### config.mk
export PLATFORM = sky130hd
export DESIGN_NAME = modbus_read_request_framer
export DESIGN_NICKNAME = d
export VERILOG_FILES = /design/src/rtl/core/mrf_pkg.sv /design/src/rtl/core/mrf_front.sv /design/src/rtl/core/mrf_queue.sv /design/src/rtl/core/mrf_back.sv /design/src/rtl/core/modbus_read_request_framer.sv
export SDC_FILE = /design/constraint.sdc
export NUM_CORES = 1
export LEC_CHECK = 0
export ABC_CLOCK_PERIOD_IN_PS = 5280
export BUFFER_PORTS_ARGS = -buffer_cell sky130_fd_sc_hd__clkbuf_2
export CAP_MARGIN = 20
export CELL_PAD_IN_SITES_DETAIL_PLACEMENT = 2
export CELL_PAD_IN_SITES_GLOBAL_PLACEMENT = 2
export CORE_AREA = 2 2 113 115
export CTS_BUF_LIST = sky130_fd_sc_hd__clkbuf_16
export CTS_CLUSTER_SIZE = 8
export DETAILED_ROUTE_END_ITERATION = 10
export DIE_AREA = 0 0 115 117
export PLACE_DENSITY_LB_ADDON = 0.1
export SETUP_SLACK_MARGIN = 0.05
export SLEW_MARGIN = 20
export SYNTH_ARGS = -nofsm -noshare
export SYNTH_HDL_FRONTEND = slang
export SYNTH_SLANG_ARGS = --single-unit
### constraint.sdc
create_clock -name clk -period 5.28 [get_ports clk]
set_input_delay 0.528 -clock clk [delete_from_list [all_inputs] [get_ports clk]]
set_output_delay 0.528 -clock clk [all_outputs]
set_load 0.02 [all_outputs]
### src/rtl/core/mrf_pkg.sv
package mrf_pkg;

    // Frame constants
    localparam logic [7:0]  FUNC_READ_HOLDING = 8'h03;
    localparam logic [7:0]  QTY_HIGH          = 8'h00;
    localparam logic [7:0]  QTY_LOW           = 8'h02;
    localparam logic [15:0] CRC_INIT          = 16'hFFFF;
    localparam logic [15:0] CRC_POLY          = 16'hA001;

    // Byte positions within one request frame, in transmit order
    typedef enum logic [2:0] {
        POS_STATION,
        POS_FUNC,
        POS_ADDR_A,
        POS_ADDR_B,
        POS_QTY_HI,
        POS_QTY_LO,
        POS_CRC_A,
        POS_CRC_B
    } byte_pos_t;

    // One classified request, address bytes already in transmit order
    typedef struct packed {
        logic [7:0] station;
        logic [7:0] addr_first;
        logic [7:0] addr_second;
        logic       swap;
    } req_entry_t;

    // Modbus CRC-16, one byte folded in (eight reflected shift steps)
    function automatic logic [15:0] crc16_byte(input logic [15:0] crc_in,
                                               input logic [7:0]  data);
        logic [15:0] acc;
        acc = crc_in ^ {8'h00, data};
        for (int b = 0; b < 8; b++) begin
            if (acc[0])
                acc = (acc >> 1) ^ CRC_POLY;
            else
                acc = acc >> 1;
        end
        return acc;
    endfunction

endpackage

### src/rtl/core/mrf_front.sv
module mrf_front
    import mrf_pkg::*;
(
    input  logic        clk,
    input  logic        rst_n,
    input  logic        in_valid,
    output logic        in_stall,
    input  logic [7:0]  station_number,
    input  logic [15:0] register_address,
    input  logic        swap_order,
    output logic        push,
    output req_entry_t  push_entry,
    input  logic        q_full
);

    logic       valid_reg;
    logic       valid_next;
    req_entry_t entry_reg;
    req_entry_t entry_next;
    logic       take;

    // Hold an item until the queue has room
    assign push     = valid_reg && !q_full;
    assign in_stall = valid_reg && q_full;
    assign take     = in_valid && !in_stall;

    // Classify: put the address bytes in transmit order
    always_comb
    begin
        entry_next = entry_reg;
        valid_next = valid_reg;
        if (take)
        begin
            entry_next.station = station_number;
            entry_next.swap    = swap_order;
            if (swap_order)
            begin
                entry_next.addr_first  = register_address[7:0];
                entry_next.addr_second = register_address[15:8];
            end
            else
            begin
                entry_next.addr_first  = register_address[15:8];
                entry_next.addr_second = register_address[7:0];
            end
            valid_next = 1'b1;
        end
        else if (push)
        begin
            valid_next = 1'b0;
        end
    end

    always_ff @(posedge clk or negedge rst_n)
    begin
        if (!rst_n)
        begin
            valid_reg <= 1'b0;
        end
        else
        begin
            valid_reg <= valid_next;
        end
    end

    always_ff @(posedge clk)
    begin
        entry_reg <= entry_next;
    end

    assign push_entry = entry_reg;

endmodule

### src/rtl/core/mrf_queue.sv
module mrf_queue
    import mrf_pkg::*;
#(
    parameter int DEPTH = 2
)
(
    input  logic       clk,
    input  logic       rst_n,
    input  logic       push,
    input  req_entry_t push_entry,
    output logic       full,
    input  logic       pop,
    output logic       q_valid,
    output req_entry_t head_entry
);

    localparam int PW = $clog2(DEPTH);
    localparam int CW = $clog2(DEPTH + 1);
    localparam logic [PW-1:0] LAST_PTR = PW'(DEPTH - 1);

    req_entry_t        mem_reg [DEPTH];
    logic [PW-1:0]     wr_ptr_reg;
    logic [PW-1:0]     wr_ptr_next;
    logic [PW-1:0]     rd_ptr_reg;
    logic [PW-1:0]     rd_ptr_next;
    logic [CW-1:0]     count_reg;
    logic [CW-1:0]     count_next;

    assign full       = (count_reg == CW'(DEPTH));
    assign q_valid    = (count_reg != '0);
    assign head_entry = mem_reg[rd_ptr_reg];

    // Pointer and fill bookkeeping
    always_comb
    begin
        wr_ptr_next = wr_ptr_reg;
        rd_ptr_next = rd_ptr_reg;
        count_next  = count_reg;
        if (push)
            wr_ptr_next = (wr_ptr_reg == LAST_PTR) ? '0 : wr_ptr_reg + 1'b1;
        if (pop)
            rd_ptr_next = (rd_ptr_reg == LAST_PTR) ? '0 : rd_ptr_reg + 1'b1;
        if (push && !pop)
            count_next = count_reg + 1'b1;
        else if (pop && !push)
            count_next = count_reg - 1'b1;
    end

    always_ff @(posedge clk or negedge rst_n)
    begin
        if (!rst_n)
        begin
            wr_ptr_reg <= '0;
            rd_ptr_reg <= '0;
            count_reg  <= '0;
        end
        else
        begin
            wr_ptr_reg <= wr_ptr_next;
            rd_ptr_reg <= rd_ptr_next;
            count_reg  <= count_next;
        end
    end

    always_ff @(posedge clk)
    begin
        if (push)
            mem_reg[wr_ptr_reg] <= push_entry;
    end

    // No overflow, no underflow
    a_no_overflow: assert property (@(posedge clk) disable iff (!rst_n)
        push |-> (!full || pop))
        else $error("queue push while full");

    a_no_underflow: assert property (@(posedge clk) disable iff (!rst_n)
        pop |-> q_valid)
        else $error("queue pop while empty");

endmodule

### src/rtl/core/mrf_back.sv
module mrf_back
    import mrf_pkg::*;
(
    input  logic       clk,
    input  logic       rst_n,
    input  logic       q_valid,
    input  req_entry_t head_entry,
    output logic       pop,
    output logic       out_valid,
    input  logic       out_stall,
    output logic [7:0] frame_byte,
    output logic       last_byte
);

    logic        busy_reg;
    logic        busy_next;
    byte_pos_t   idx_reg;
    byte_pos_t   idx_next;
    req_entry_t  cur_reg;
    req_entry_t  cur_next;
    logic [15:0] crc_reg;
    logic [15:0] crc_next;
    logic        out_valid_reg;
    logic        out_valid_next;
    logic [7:0]  byte_reg;
    logic [7:0]  byte_next;
    logic        last_reg;
    logic        last_next;
    logic        load;
    logic        done;
    logic [7:0]  byte_val;
    logic [15:0] crc_base;

    // Output register free or draining this cycle
    assign load = busy_reg && (!out_valid_reg || !out_stall);
    assign done = load && (idx_reg == POS_CRC_B);
    assign pop  = q_valid && (!busy_reg || done);

    // Byte for the current position
    always_comb
    begin
        unique case (idx_reg)
            POS_STATION: byte_val = cur_reg.station;
            POS_FUNC:    byte_val = FUNC_READ_HOLDING;
            POS_ADDR_A:  byte_val = cur_reg.addr_first;
            POS_ADDR_B:  byte_val = cur_reg.addr_second;
            POS_QTY_HI:  byte_val = QTY_HIGH;
            POS_QTY_LO:  byte_val = QTY_LOW;
            POS_CRC_A:   byte_val = cur_reg.swap ? crc_reg[15:8] : crc_reg[7:0];
            POS_CRC_B:   byte_val = cur_reg.swap ? crc_reg[7:0] : crc_reg[15:8];
            default:     byte_val = '0;
        endcase
    end

    // Running CRC over the first six bytes as they go out
    assign crc_base = (idx_reg == POS_STATION) ? CRC_INIT : crc_reg;

    always_comb
    begin
        busy_next      = busy_reg;
        idx_next       = idx_reg;
        cur_next       = cur_reg;
        crc_next       = crc_reg;
        out_valid_next = out_valid_reg;
        byte_next      = byte_reg;
        last_next      = last_reg;

        if (!out_stall)
            out_valid_next = 1'b0;

        if (load)
        begin
            out_valid_next = 1'b1;
            byte_next      = byte_val;
            last_next      = (idx_reg == POS_CRC_B);
            idx_next       = byte_pos_t'(idx_reg + 3'd1);
            if (idx_reg <= POS_QTY_LO)
                crc_next = crc16_byte(crc_base, byte_val);
            if (done)
                busy_next = 1'b0;
        end

        // Next frame starts right after the last byte of this one
        if (pop)
        begin
            busy_next = 1'b1;
            idx_next  = POS_STATION;
            cur_next  = head_entry;
        end
    end

    always_ff @(posedge clk or negedge rst_n)
    begin
        if (!rst_n)
        begin
            busy_reg      <= 1'b0;
            idx_reg       <= POS_STATION;
            out_valid_reg <= 1'b0;
        end
        else
        begin
            busy_reg      <= busy_next;
            idx_reg       <= idx_next;
            out_valid_reg <= out_valid_next;
        end
    end

    always_ff @(posedge clk)
    begin
        cur_reg  <= cur_next;
        crc_reg  <= crc_next;
        byte_reg <= byte_next;
        last_reg <= last_next;
    end

    assign out_valid  = out_valid_reg;
    assign frame_byte = byte_reg;
    assign last_byte  = last_reg;

    // A frame is only taken up when idle or as the previous one finishes
    a_pop_at_boundary: assert property (@(posedge clk) disable iff (!rst_n)
        pop |-> (!busy_reg || idx_reg == POS_CRC_B))
        else $error("new frame started mid-frame");

    // The last flag follows a load from the final position
    a_last_from_final: assert property (@(posedge clk) disable iff (!rst_n)
        (load && idx_reg == POS_CRC_B) |=> (out_valid_reg && last_reg))
        else $error("last byte not flagged");

endmodule

### src/rtl/core/modbus_read_request_framer.sv
// Channel | Direction | Handshake          | Payload
// input   | in        | in_valid/in_stall  | station_number, register_address, swap_order
// output  | out       | out_valid/out_stall | frame_byte, last_byte
//
// Each item yields eight output bytes, one per cycle while the output does not stall;
// the byte serializer takes a new item as it loads the last byte of the previous one.
// The CRC is folded in one byte per cycle, while the output does not stall, as the first six bytes are sent.
// Input items are buffered in a front register plus a QUEUE_DEPTH-entry queue.
// Reset clears all valid flags and pointers; payload holds no reset value.
// Output stalls back up into the queue and then stall the input side.
module modbus_read_request_framer
    import mrf_pkg::*;
#(
    parameter int QUEUE_DEPTH = 2
)
(
    input  logic        clk,
    input  logic        rst_n,
    input  logic        in_valid,
    output logic        in_stall,
    input  logic [7:0]  station_number,
    input  logic [15:0] register_address,
    input  logic        swap_order,
    output logic        out_valid,
    input  logic        out_stall,
    output logic [7:0]  frame_byte,
    output logic        last_byte
);

    logic       push;
    req_entry_t push_entry;
    logic       q_full;
    logic       pop;
    logic       q_valid;
    req_entry_t head_entry;

    mrf_front u_front (
        .clk              (clk),
        .rst_n            (rst_n),
        .in_valid         (in_valid),
        .in_stall         (in_stall),
        .station_number   (station_number),
        .register_address (register_address),
        .swap_order       (swap_order),
        .push             (push),
        .push_entry       (push_entry),
        .q_full           (q_full)
    );

    mrf_queue #(
        .DEPTH (QUEUE_DEPTH)
    ) u_queue (
        .clk        (clk),
        .rst_n      (rst_n),
        .push       (push),
        .push_entry (push_entry),
        .full       (q_full),
        .pop        (pop),
        .q_valid    (q_valid),
        .head_entry (head_entry)
    );

    mrf_back u_back (
        .clk        (clk),
        .rst_n      (rst_n),
        .q_valid    (q_valid),
        .head_entry (head_entry),
        .pop        (pop),
        .out_valid  (out_valid),
        .out_stall  (out_stall),
        .frame_byte (frame_byte),
        .last_byte  (last_byte)
    );

endmodule
==> results of run 1 <==
[per-layer routing]
| layer | track usage, % | vias up | wire, um |
|---|---|---|---|
| li1 | - | 1370 | - |
| met1 | 24.5 | 1509 | 5190 |
| met5 | 0 | - | 0 |
| met4 | 9.56 | 0 | 299 |
| met3 | 5.15 | 21 | 411 |
| met2 | 35.7 | 70 | 6440 |
[kinds of logic after synthesis]
family / count (synthesis) / synth area share (%)
DFF: 135 / 69.9
and+or+nand+nor: 61 / 5.13
muxes: 57 / 11.2
xor gates and xnor gates: 36 / 6.14
AOI/OAI and AO/OA: 25 / 4.22
buffers and inverters: 22 / 1.92
adders and majority gates: 7 / 1.53
[metrics by stage]
stage / power (uW) / setup slack [ns] / util (%) / cell area (um^2) / cells
floorplan: 3610 / 2.04 / - / 5730 / 343
global placement: 3980 / 1.79 / 49.2 / 6060 / 520
detailed placement: 4120 / 1.56 / 49.2 / 6060 / 520
CTS: 5120 / 1.55 / 53.1 / 6540 / 549
global route: 5350 / 1.34 / 53.2 / 6550 / 549
finish: 5060 / 1.56 / 53.2 / 6550 / 549
[final timing paths]
path                                        startpoint                      to  slack, ns
worst max-delay path                 u_back.idx_reg[0]      u_back.crc_reg[15]       1.56
worst min-delay path                 station_number[3]  u_front.push_entry[20]       0.28
worst max register to register       u_back.idx_reg[0]      u_back.crc_reg[15]       1.56
worst min register to register  u_front.push_entry[16]  u_queue.mem_reg[0][16]       0.45
max in group asynchronous                        rst_n      u_queue.rd_ptr_reg       4.52
min in group asynchronous                        rst_n       u_back.idx_reg[1]       0.52
[synth_stat cells, drive strengths merged, types with 2 or more instances]
library cell / count
nor3: 3
or2: 6
a31oi: 6
xor2: 9
dfrtp: 10
nand2b: 4
xnor2: 25
nor2: 25
edfxtp: 125
buf: 7
and2: 4
a222oi: 6
a211oi: 2
ha: 7
nor2b: 3
xnor3: 2
inv: 7
nand2: 11
mux2: 56
a21oi: 4
clkbuf: 8
[power by group]
group / switching, uW / internal [uW] / total [uW]
logic: 1080 / 996 / 2080
registers: 227 / 1780 / 2010
clock network: 407 / 571 / 979
[layout make-up]
class                      instances  area share [%]
sequential                       135            61.2
multi-input combinational        186            24.8
clock buffer                      17            6.50
timing repair buffer              43            3.48
tap                              150            2.87
clock inverter                    11           0.746
inverter                           7           0.401
[worst max-delay path: stages (launching register included)]
cell     delay [ns]
dfrtp_1        0.44
ha_1           0.27
ha_1           0.34
or4_4          0.60
or2_1          0.49
a31oi_4        0.30
xnor2_1        0.18
xor2_1         0.21
xnor3_2        0.49
xnor2_1        0.14
==> summary.txt, run 1 <==
Die
  – Die height: between 100 and 150 um
  – Starting Density: 46.5%
  – Core area: ~12000 um^2
  – Die W: ~120 um
  – Top Ports: 40
  – Die area: 13500 um^2
  – Number of core rows: 41

Cells and area
  – Ant. Diodes: 0
  – Multi-input logic area: 1620 um^2
  – Most common cell after layout, fill and taps aside: edfxtp_1
  – Register Area: 4010 um^2
  – Post-layout net count: 426
  – Layout cell share with drive strength beyond 1: 34.8%
  – Most frequent cells in the layout: 125 x edfxtp_1, 56 x mux2_2, 39 x clkbuf_2
  – Layout area overhead: 14.2%
  – Fillers: approximately 1100
  – Max reg flops: 50

Drt
  – Pre-antenna DRT Iters: 4
  – Drt wl/cell: approximately 22 um
  – DR iter-0 viols: 149
  – Vias: around 3000
  – Antenna-violating nets left: 0
  – Vias per Instance: 5.41
  – Detailed-route DRC error count: 0
  – DRT Wirelength: 12300 um

GRT
  – Remaining Overflow, GRT: 0
  – Vias in the first global route: 3438
  – All-Layer GR Usage: 20.6%
  – Initial antenna violation count: 0
  – Largest net degree at the start of global routing: 31
  – First-pass GRT wire length: 19600 um

STA
  – Final Slew Violations: 0
  – # setup viols final: 0
  – Fmax: approximately 0.27 GHz
  – Tcrit/Tclk final: around 70%
  – Slew of the pin with the lowest slew margin: between 0.8 and 0.9 ns
  – Hold slack final: 0.280 ns
  – Layout Skew: 0.00912 ns
  – Worst slew margin: between 40% and 50%
  – Fin. Hold Viols: 0
  – Total Neg Setup Slack: 0 ns
  – Tmin final: 3.72 ns
  – RSZ-0062 raised after global routing: false

Place
  – DP Wirelength: 8710 um
  – Port Buf Inserts: 39
  – Final Wtd Congestion: 0.832

Flow run
  – # Max-Cap Violations: 0

Logic synthesis
  – Gate Count Post-Synth: between 300 and 400
  – Yosys warnings: 0
  – Post-synth EDFFs: 125
  – Synth async-reset ratio: 7.41%
  – Dominant cell type by area after synthesis: edfxtp_1
  – Synth cell types: 42
  – Synth top area cells: edfxtp_1 66%, mux2_2 11%, dfrtp_1 4.4%, xnor2_1 3.7%, nor2_1 1.6%
  – Sequential share of the synthesized area: 69.9%
  – Synth Cell Area: ~5700 um^2
  – Synth Flop Type: edfxtp_1
  – #FFs+latches synth: 135
  – Post-Syn Area per Cell: about 17 um^2
  – Syn Nets: 379
  – Area fraction of the dominant cell type after synthesis: 65.5%

Worst setup path
  – R2R depth: 9
  – Crit path kind: reg2reg
  – Critical Path Sink Type: register
  – Worst Path Max Fanout: 14
  – Worst setup SP type: register
  – Required time of the critical path: ~5.5 ns
  – Arr. time, crit path: approximately 3.9 ns

Clocking
  – Worst-skew pair later-pin latency: between 0.4 and 0.5 ns
  – Clk Tree Root Cell: clkbuf_16
  – Postcts setup bufs: 0
  – Clock-pin slew on the worst setup and hold paths: approximately 0.06 ns
  – Clock Sink Count: 135
  – CTS tree: done
  – H-tree Lvls: 4
  – Cts hold-fix bufs: 1
  – Post-CTS sizing: 0
  – Maximum clock path buffer count: 2
  – CTS Buf Count: 17

Worst hold path
  – Worst Hold Class: in2reg
  – Hold depth: 1

Run status
  – Run status: complete, no violations

Power
  – Pleak: 0.00236 uW
  – VDD IR-drop max: 0.000383 V
  – PD cells: 774 nW/um^2
No activity file was read; power rests on OpenSTA's default activity.
==> inputs of run 2 (changes only) <==
--- a/config.mk
+++ b/config.mk
@@ -5,16 +5,16 @@
 export SDC_FILE = /design/constraint.sdc
 export NUM_CORES = 1
 export LEC_CHECK = 0
-export ABC_CLOCK_PERIOD_IN_PS = 5280
+export ABC_CLOCK_PERIOD_IN_PS = 3100
 export BUFFER_PORTS_ARGS = -buffer_cell sky130_fd_sc_hd__clkbuf_2
 export CAP_MARGIN = 20
 export CELL_PAD_IN_SITES_DETAIL_PLACEMENT = 2
 export CELL_PAD_IN_SITES_GLOBAL_PLACEMENT = 2
-export CORE_AREA = 2 2 113 115
+export CORE_AREA = 2 2 123 125
 export CTS_BUF_LIST = sky130_fd_sc_hd__clkbuf_16
 export CTS_CLUSTER_SIZE = 8
 export DETAILED_ROUTE_END_ITERATION = 10
-export DIE_AREA = 0 0 115 117
+export DIE_AREA = 0 0 125 127
 export PLACE_DENSITY_LB_ADDON = 0.1
 export SETUP_SLACK_MARGIN = 0.05
 export SLEW_MARGIN = 20
==> constraint.sdc (replaced) <==
create_clock -name clk -period 3.1 [get_ports clk]
set_input_delay 0.31 -clock clk [delete_from_list [all_inputs] [get_ports clk]]
set_output_delay 0.31 -clock clk [all_outputs]
set_load 0.02 [all_outputs]
==> run 2 against run 1 <==
  * Critical path type unchanged
  * Critical endpoint is now u_back.crc_reg[0]
  * Combinational power is 99% higher
  * Register-to-register slack worse by 1.6 ns
  * Hold slack worse by 0.22 ns
  * Total power is 89% higher
  * The run now ends with negative setup slack left
  * Global-route usage is 3.6 points lower
  * Count of clock-buffer cells in the layout stayed put
  * Highest routed layer unchanged
==> summary.txt, run 2 (synthesis gave the netlist of run 1 again) <==
STA
  – Final worst setup slack: -0.0266 ns (-1.59 ns)
  – Tmin final: 3.13 ns (-0.594 ns)
  – Slew of the pin with the lowest slew margin: 0.655 ns (-0.241 ns)
  – Hold slack final: 0.0599 ns (-0.220 ns)
  – Layout Skew: 0.00609 ns (-0.00303 ns)
  – # setup viols final: 2 (+2)
  – Fmax: 0.320 GHz (+19%)
  – Worst slew margin: 56.1% (+16 points)
  – Final Slew Violations: 0 (unchanged)
  – RSZ-0062 raised after global routing: true
  – Total Neg Setup Slack: -0.0521 ns (-0.0521 ns)
  – Tcrit/Tclk final: 101% (+30 points)
  – Fin. Hold Viols: 0 (unchanged)

Drt
  – Antenna-violating nets left: 0 (unchanged)
  – Detailed-route DRC error count: 0 (unchanged)
  – Vias: 3066 (+3.2%)
  – Drt wl/cell: 20.5 um (-9.0%)
  – DR iter-0 viols: 200 (+34%)
  – DRT Wirelength: 12500 um (+1.2%)
  – Pre-antenna DRT Iters: 6 (+2)
  – Vias per Instance: 5.03 (-7.1%)

Cells and area
  – Fillers: 1351 (+23%)
  – Most common cell after layout, fill and taps aside: edfxtp_1
  – Layout cell share with drive strength beyond 1: 42.7% (+7.9 points)
  – Max reg flops: 50 (unchanged)
  – Ant. Diodes: 0 (unchanged)
  – Layout area overhead: 22.5%
  – Post-layout net count: 449 (+5.4%)
  – Register Area: 4010 um^2 (unchanged)
  – Multi-input logic area: 1740 um^2 (+7.3%)
  – Most frequent cells in the layout: 125 x edfxtp_1, 56 x mux2_2, 39 x clkbuf_2
  – Fin area: 7020 um^2 (+7.2%)

Clocking
  – CTS tree: done
  – Worst-skew pair later-pin latency: 0.43 ns (about the same)
  – Clock-pin slew on the worst setup and hold paths: 0.06 ns (about the same)
  – H-tree Lvls: 4 (unchanged)
  – Clock Sink Count: 135 (unchanged)
  – Maximum clock path buffer count: 2 (unchanged)
  – Clk Tree Root Cell: clkbuf_16
  – CTS Buf Count: 17 (unchanged)

GRT
  – First-pass GRT wire length: 19900 um (+1.9%)
  – Remaining Overflow, GRT: 0 (unchanged)
  – All-Layer GR Usage: 17.1% (-3.6 points)
  – Initial antenna violation count: 0 (unchanged)
  – Largest net degree at the start of global routing: 30 (-3.2%)
  – Vias in the first global route: 3512 (+2.2%)

Flow run
  – # Max-Cap Violations: 0 (unchanged)

Worst setup path
  – Critical Path Sink Type: register
  – Worst r2r src: u_back.idx_reg[1]
  – CP Capture Point: u_back.crc_reg[0]
  – Crit path kind: reg2reg
  – Worst Path Max Fanout: 3 (-11)
  – Worst setup SP type: register
  – RR Endpoint: u_back.crc_reg[0]
  – Arr. time, crit path: 3.30 ns (-0.59 ns)
  – Reg2reg setup slack: -0.03 ns (-1.59 ns)
  – R2R depth: 10 (+1)
  – Required time of the critical path: 3.27 ns (-2.18 ns)
  – Critical path origin: u_back.idx_reg[1]

Place
  – DP Wirelength: 8200 um (-5.9%)
  – Worst slack at placement: -0.126 ns (-1.68 ns)
  – Final Wtd Congestion: 0.773 (-7.1%)
  – Port Buf Inserts: 39 (unchanged)
  – Area after DPL: 6300 um^2 (+4.0%)

Power
  – VDD IR-drop max: 0.000851 V (+120%)
  – Total power: 9580 uW (+89%)
  – Pleak: 0.00253 uW (+7.3%)
  – PD cells: 1370 nW/um^2 (+77%)

Die
  – Starting Density: 39.7% (-6.8 points)
  – Die W: 125 um (+8.7%)
  – Die height: 127 um (+8.5%)
  – Top Ports: 40 (unchanged)
  – Number of core rows: 44 (+7.3%)
  – Die area: 15900 um^2 (+18%)
  – Core area: 14400 um^2 (+17%)

Run status
  – Failing checks: negative setup slack
  – Run status: finished with violations

Worst hold path
  – Worst Hold Class: in2reg
run 2: cell count changes in the layout (fill, tap and decap cells not counted), sizes merged:
cell,delta
bufinv,+3
clkinvlp,+4
inv,+1
buf,+23
clkinv,-4
run 2: layout make-up:
cell class | instances | share of cell area (%)
Sequential cell | 135 | 57.1
Clock buffer | 17 | 6.06
Timing Repair Buffer | 66 | 5.87
Inverter | 7 | 0.375
Multi-Input combinational cell | 186 | 24.8
Clock inverter | 15 | 2.48
Tap cell | 184 | 3.28
run 2: worst max-delay path, cell delays in order (launching register included):
cell	delay, ns
dfrtp_1	0.42
ha_4	0.20
ha_4	0.15
or4_4	0.54
buf_4	0.17
nor3_1	0.36
a31oi_4	0.07
xnor2_2	0.24
xnor2_2	0.16
xnor3_2	0.41
xnor2_1	0.15
run 2: metrics by stage:
step                      utilization, %  std cells
after detailed placement            43.7        576
after global routing                48.6        610
after global placement              43.7        576
after CTS                           48.2        609
after floorplan                        -        343
final                               48.6        610
run 2: repair_timing:
item | 4_1_cts | 5_1_grt
gates resized for setup | 7 | 11
buffers inserted | 0 | 1
pin swaps | 0 | 3
hold buffers | 1 | 0
gates cloned | 0 | 0
setup endpoints to repair | 3 | 3
endpoints found under the hold margin | 10 | 0
run 2: worst min-delay path by stage:
stage                            startpoint                     end  slack (ns)  cells past startpoint
after floorplan                       rst_n         u_back.busy_reg        0.01                      0
after global placement                rst_n       u_front.valid_reg        0.19                      1
after detailed placement              rst_n       u_front.valid_reg        0.21                      1
after CTS                 station_number[1]  u_front.push_entry[18]        0.04                      1
after global routing      station_number[1]  u_front.push_entry[18]        0.04                      1
final                     station_number[1]  u_front.push_entry[18]        0.06                      1
run 2: per-layer routing:
layer	vias to the layer above	GRT usage, %	wire length [um]
met2	77	29.8	6510
li1	1423	-	-
met5	-	0	0
met1	1547	19.9	5160
met4	0	8.10	262
met3	19	4.10	545
run 2: where the power goes:
part	switching [uW]	internal (uW)	leakage (uW)	total (uW)
Clock	789	1260	0.000284	2050
Combinational	2050	2080	0.000960	4130
Sequential	373	3020	0.00129	3400
Total	3210	6370	0.00253	9580
==> inputs of run 3 (changes only) <==
--- a/config.mk
+++ b/config.mk
@@ -5,16 +5,17 @@
 export SDC_FILE = /design/constraint.sdc
 export NUM_CORES = 1
 export LEC_CHECK = 0
+export ABC_AREA = 1
 export ABC_CLOCK_PERIOD_IN_PS = 3100
 export BUFFER_PORTS_ARGS = -buffer_cell sky130_fd_sc_hd__clkbuf_2
 export CAP_MARGIN = 20
 export CELL_PAD_IN_SITES_DETAIL_PLACEMENT = 2
 export CELL_PAD_IN_SITES_GLOBAL_PLACEMENT = 2
-export CORE_AREA = 2 2 123 125
+export CORE_AREA = 2 2 133 135
 export CTS_BUF_LIST = sky130_fd_sc_hd__clkbuf_16
 export CTS_CLUSTER_SIZE = 8
 export DETAILED_ROUTE_END_ITERATION = 10
-export DIE_AREA = 0 0 125 127
+export DIE_AREA = 0 0 135 137
 export PLACE_DENSITY_LB_ADDON = 0.1
 export SETUP_SLACK_MARGIN = 0.05
 export SLEW_MARGIN = 20
==> run 3 against run 2 <==
  * The flow now finishes without violations
  * Total power shrank 4.8%
  * Largest power group unchanged
  * Largest cell class unchanged
  * Clock power barely moved
  * Maximum frequency is 15% higher
  * Wire length grew 14%
  * Synthesized cell count is 64% higher
  * Combinational power down 6.8%
  * Final cell count increased by 40%
  * Setup slack gained 0.40 ns
  * Area after synthesis is 6.0% higher
  * Hold slack is essentially flat
  * Critical path type unchanged
  * Global-route usage hardly changed
  * Critical path depth grew 8
==> summary.txt, run 3 <==
Run status
  – Run status: complete, no violations

Worst setup path
  – Required time of the critical path: 3.28 ns (about the same)
  – Worst setup SP type: register
  – Critical Path Sink Type: register
  – Arr. time, crit path: 2.91 ns (-0.39 ns)
  – Worst Path Max Fanout: 11 (+8)
  – Crit path kind: reg2reg

Clocking
  – H-tree Lvls: 4 (unchanged)
  – Worst-skew pair later-pin latency: 0.42 ns (about the same)
  – Maximum clock path buffer count: 2 (unchanged)
  – CTS Buf Count: 17 (unchanged)
  – Clk Tree Root Cell: clkbuf_16
  – Postcts setup bufs: 0 (unchanged)
  – Clock-pin slew on the worst setup and hold paths: 0.06 ns (about the same)
  – Clock Sink Count: 135 (unchanged)
  – CTS tree: done

Logic synthesis
  – Post-Syn Area per Cell: 10.8 um^2 (-36%)
  – Synth Cell Area: 6070 um^2 (+6.0%)
  – Synth cell count leaders: 175 x nand2_1, 125 x edfxtp_1, 60 x inv_1
  – Sequential share of the synthesized area: 66.0% (-3.9 points)
  – Synth cell types: 33 (-21%)
  – Synth Flop Type: edfxtp_1
  – Area fraction of the dominant cell type after synthesis: 61.8% (-3.7 points)
  – Syn Nets: 600 (+58%)
  – Dominant cell type by area after synthesis: edfxtp_1
  – Synth async-reset ratio: 7.41% (unchanged)
  – Post-synth EDFFs: 125 (unchanged)
  – Yosys warnings: 0 (unchanged)
  – Gate Count Post-Synth: 564 (+64%)
  – Synth top area cells: edfxtp_1 62%, nand2_1 11%, dfrtp_1 4.1%, nand2_2 4.0%, inv_1 3.7%
  – Most frequent cell after synthesis: nand2_1
  – #FFs+latches synth: 135 (unchanged)

Die
  – Core area: 17100 um^2 (+18%)
  – Die W: 135 um (+8.0%)
  – Die height: 137 um (+7.9%)
  – Number of core rows: 48 (+9.1%)
  – Die area: 18500 um^2 (+17%)
  – Top Ports: 40 (unchanged)
  – Starting Density: 35.6% (-4.1 points)

Drt
  – DR iter-0 viols: 130 (-35%)
  – Detailed-route DRC error count: 0 (unchanged)
  – Drt wl/cell: 16.6 um (-19%)
  – Vias: 3957 (+29%)
  – DRT Wirelength: 14200 um (+14%)
  – Antenna-violating nets left: 0 (unchanged)
  – Pre-antenna DRT Iters: 4 (-2)
  – Vias per Instance: 4.63 (-7.9%)

GRT
  – Vias in the first global route: 4381 (+25%)
  – Initial antenna violation count: 0 (unchanged)
  – Remaining Overflow, GRT: 0 (unchanged)
  – All-Layer GR Usage: 17.0% (about the same)
  – First-pass GRT wire length: 23400 um (+17%)
  – Largest net degree at the start of global routing: 34 (+13%)

Cells and area
  – Layout area overhead: 17.9%
  – Most frequent cells in the layout: 175 x nand2_1, 125 x edfxtp_1, 61 x inv_1
  – Ant. Diodes: 0 (unchanged)
  – Fillers: 1816 (+34%)
  – Most common cell after layout, fill and taps aside: nand2_1
  – Max reg flops: 50 (unchanged)
  – Post-layout net count: 653 (+45%)
  – Layout cell share with drive strength beyond 1: 24.4% (-18 points)
  – Post-layout util: 42.0% (-6.7 points)

STA
  – RSZ-0062 raised after global routing: false
  – Tcrit/Tclk final: 87.8% (-13 points)
  – Worst slew margin: 35.4% (-21 points)
  – Tmin final: 2.72 ns (-0.404 ns)
  – # setup viols final: 0 (-2)
  – Layout Skew: 0.00778 ns (+0.00169 ns)
  – Fin. Hold Viols: 0 (unchanged)
  – Slew of the pin with the lowest slew margin: 0.967 ns (+0.312 ns)
  – Final Slew Violations: 0 (unchanged)
  – Fmax: 0.367 GHz (+15%)
  – Total Neg Setup Slack: 0 ns (+0.0521 ns)

Place
  – Final Wtd Congestion: 0.787 (+1.8%)
  – Port Buf Inserts: 39 (unchanged)
  – DP Wirelength: 10200 um (+25%)

Worst hold path
  – Worst Hold Class: in2reg

Flow run
  – # Max-Cap Violations: 0 (unchanged)

Power
  – PD cells: 1270 nW/um^2 (-6.7%)
  – Pleak: 0.00305 uW (+21%)
  – VDD IR-drop max: 0.000491 V (-42%)
==> run 3: cell count changes after synthesis, sizes merged, moves of 6 or more <==
cell	before	now
a222oi	6	0
a21oi	4	16
inv	7	67
nand3	1	38
xnor2	25	3
o21ai	1	14
nor2	25	34
mux2	56	0
nand2	11	217
==> run 3: worst paths after layout <==
check,start,cells after the start,slack [ns],to
worst max register to register,u_back.idx_reg[0],18,0.38,u_back.crc_reg[0]
worst min-delay path,station_number[3],1,0.06,u_front.push_entry[20]
worst max-delay path,u_back.idx_reg[0],18,0.38,u_back.crc_reg[0]
max in group asynchronous,rst_n,2,2.58,u_back.idx_reg[2]
worst min register to register,u_front.push_entry[5],0,0.45,u_queue.mem_reg[1][5]
min in group asynchronous,rst_n,2,0.29,u_back.out_valid
==> run 3: layout make-up <==
cell class / count / area, um^2 / share of cell area (%)
clock inverters: 15 / 169 / 2.36
clock buffers: 17 / 425 / 5.95
flip-flops and latches: 135 / 4010 / 56.0
repair buffers: 47 / 258 / 3.60
multi-input cells: 348 / 1760 / 24.6
inverters: 68 / 259 / 3.62
well taps: 225 / 282 / 3.93
==> run 3: routing by layer <==
metal | global-route usage, % | vias up | part of all wire [%]
li1 | - | 1944 | -
met1 | 19.5 | 1942 | 42
met2 | 30.9 | 47 | 54
met3 | 3.37 | 24 | 2.2
met4 | 7.64 | 0 | 2.4
met5 | 0 | - | 0
==> run 3: cell families after synthesis <==
kind of cell / count (synthesis) / synth area share, %
compound gates: 34 / 3.03
buf+inv: 81 / 5.32
xor+xnor: 10 / 1.44
flops: 135 / 66.0
fa+ha+maj: 7 / 1.44
simple gates: 297 / 22.8
==> run 3: repair_timing <==
item	in CTS	in global routing
hold endpoints to repair	10	0
resized for setup	0	3
hold buffers	1	0
endpoints found under the setup margin	0	2
==> run 3: report_power, final <==
group	leakage, uW	switching, uW	internal, uW
Clock	0.000288	855	1210
Combinational	0.00147	2670	1180
Sequential	0.00129	257	2950
Total	0.00305	3780	5340
==> run 3: metrics by stage <==
step	std cells	total power, uW	hold slack (ns)	area [um^2]	setup WS (ns)
global placement	822	6910	0.192	6550	0.313
CTS	855	9290	0.0427	7150	0.126
detailed placement	822	7170	0.194	6550	0.181
finish	855	9120	0.0601	7160	0.377
global route	855	9800	0.0440	7160	0.0765
floorplan	564	6010	0.0144	6070	0.307
==> run 3: critical path, stage by stage, from the launching register on <==
cell and delay (ns):
dfrtp_1 0.41, ha_1 0.24, ha_2 0.30, nor2_8 0.14, nand2_2 0.07, nor2_4 0.21, nor2_1 0.11, nand2_2 0.11
nand2_2 0.08, nand2_1 0.07, nand2_1 0.08, nand2_1 0.09, nand2_2 0.07, nand2_2 0.09, nand2_2 0.07, nand2_4 0.07
nand3_1 0.10, nand3_1 0.11, nand2_1 0.06
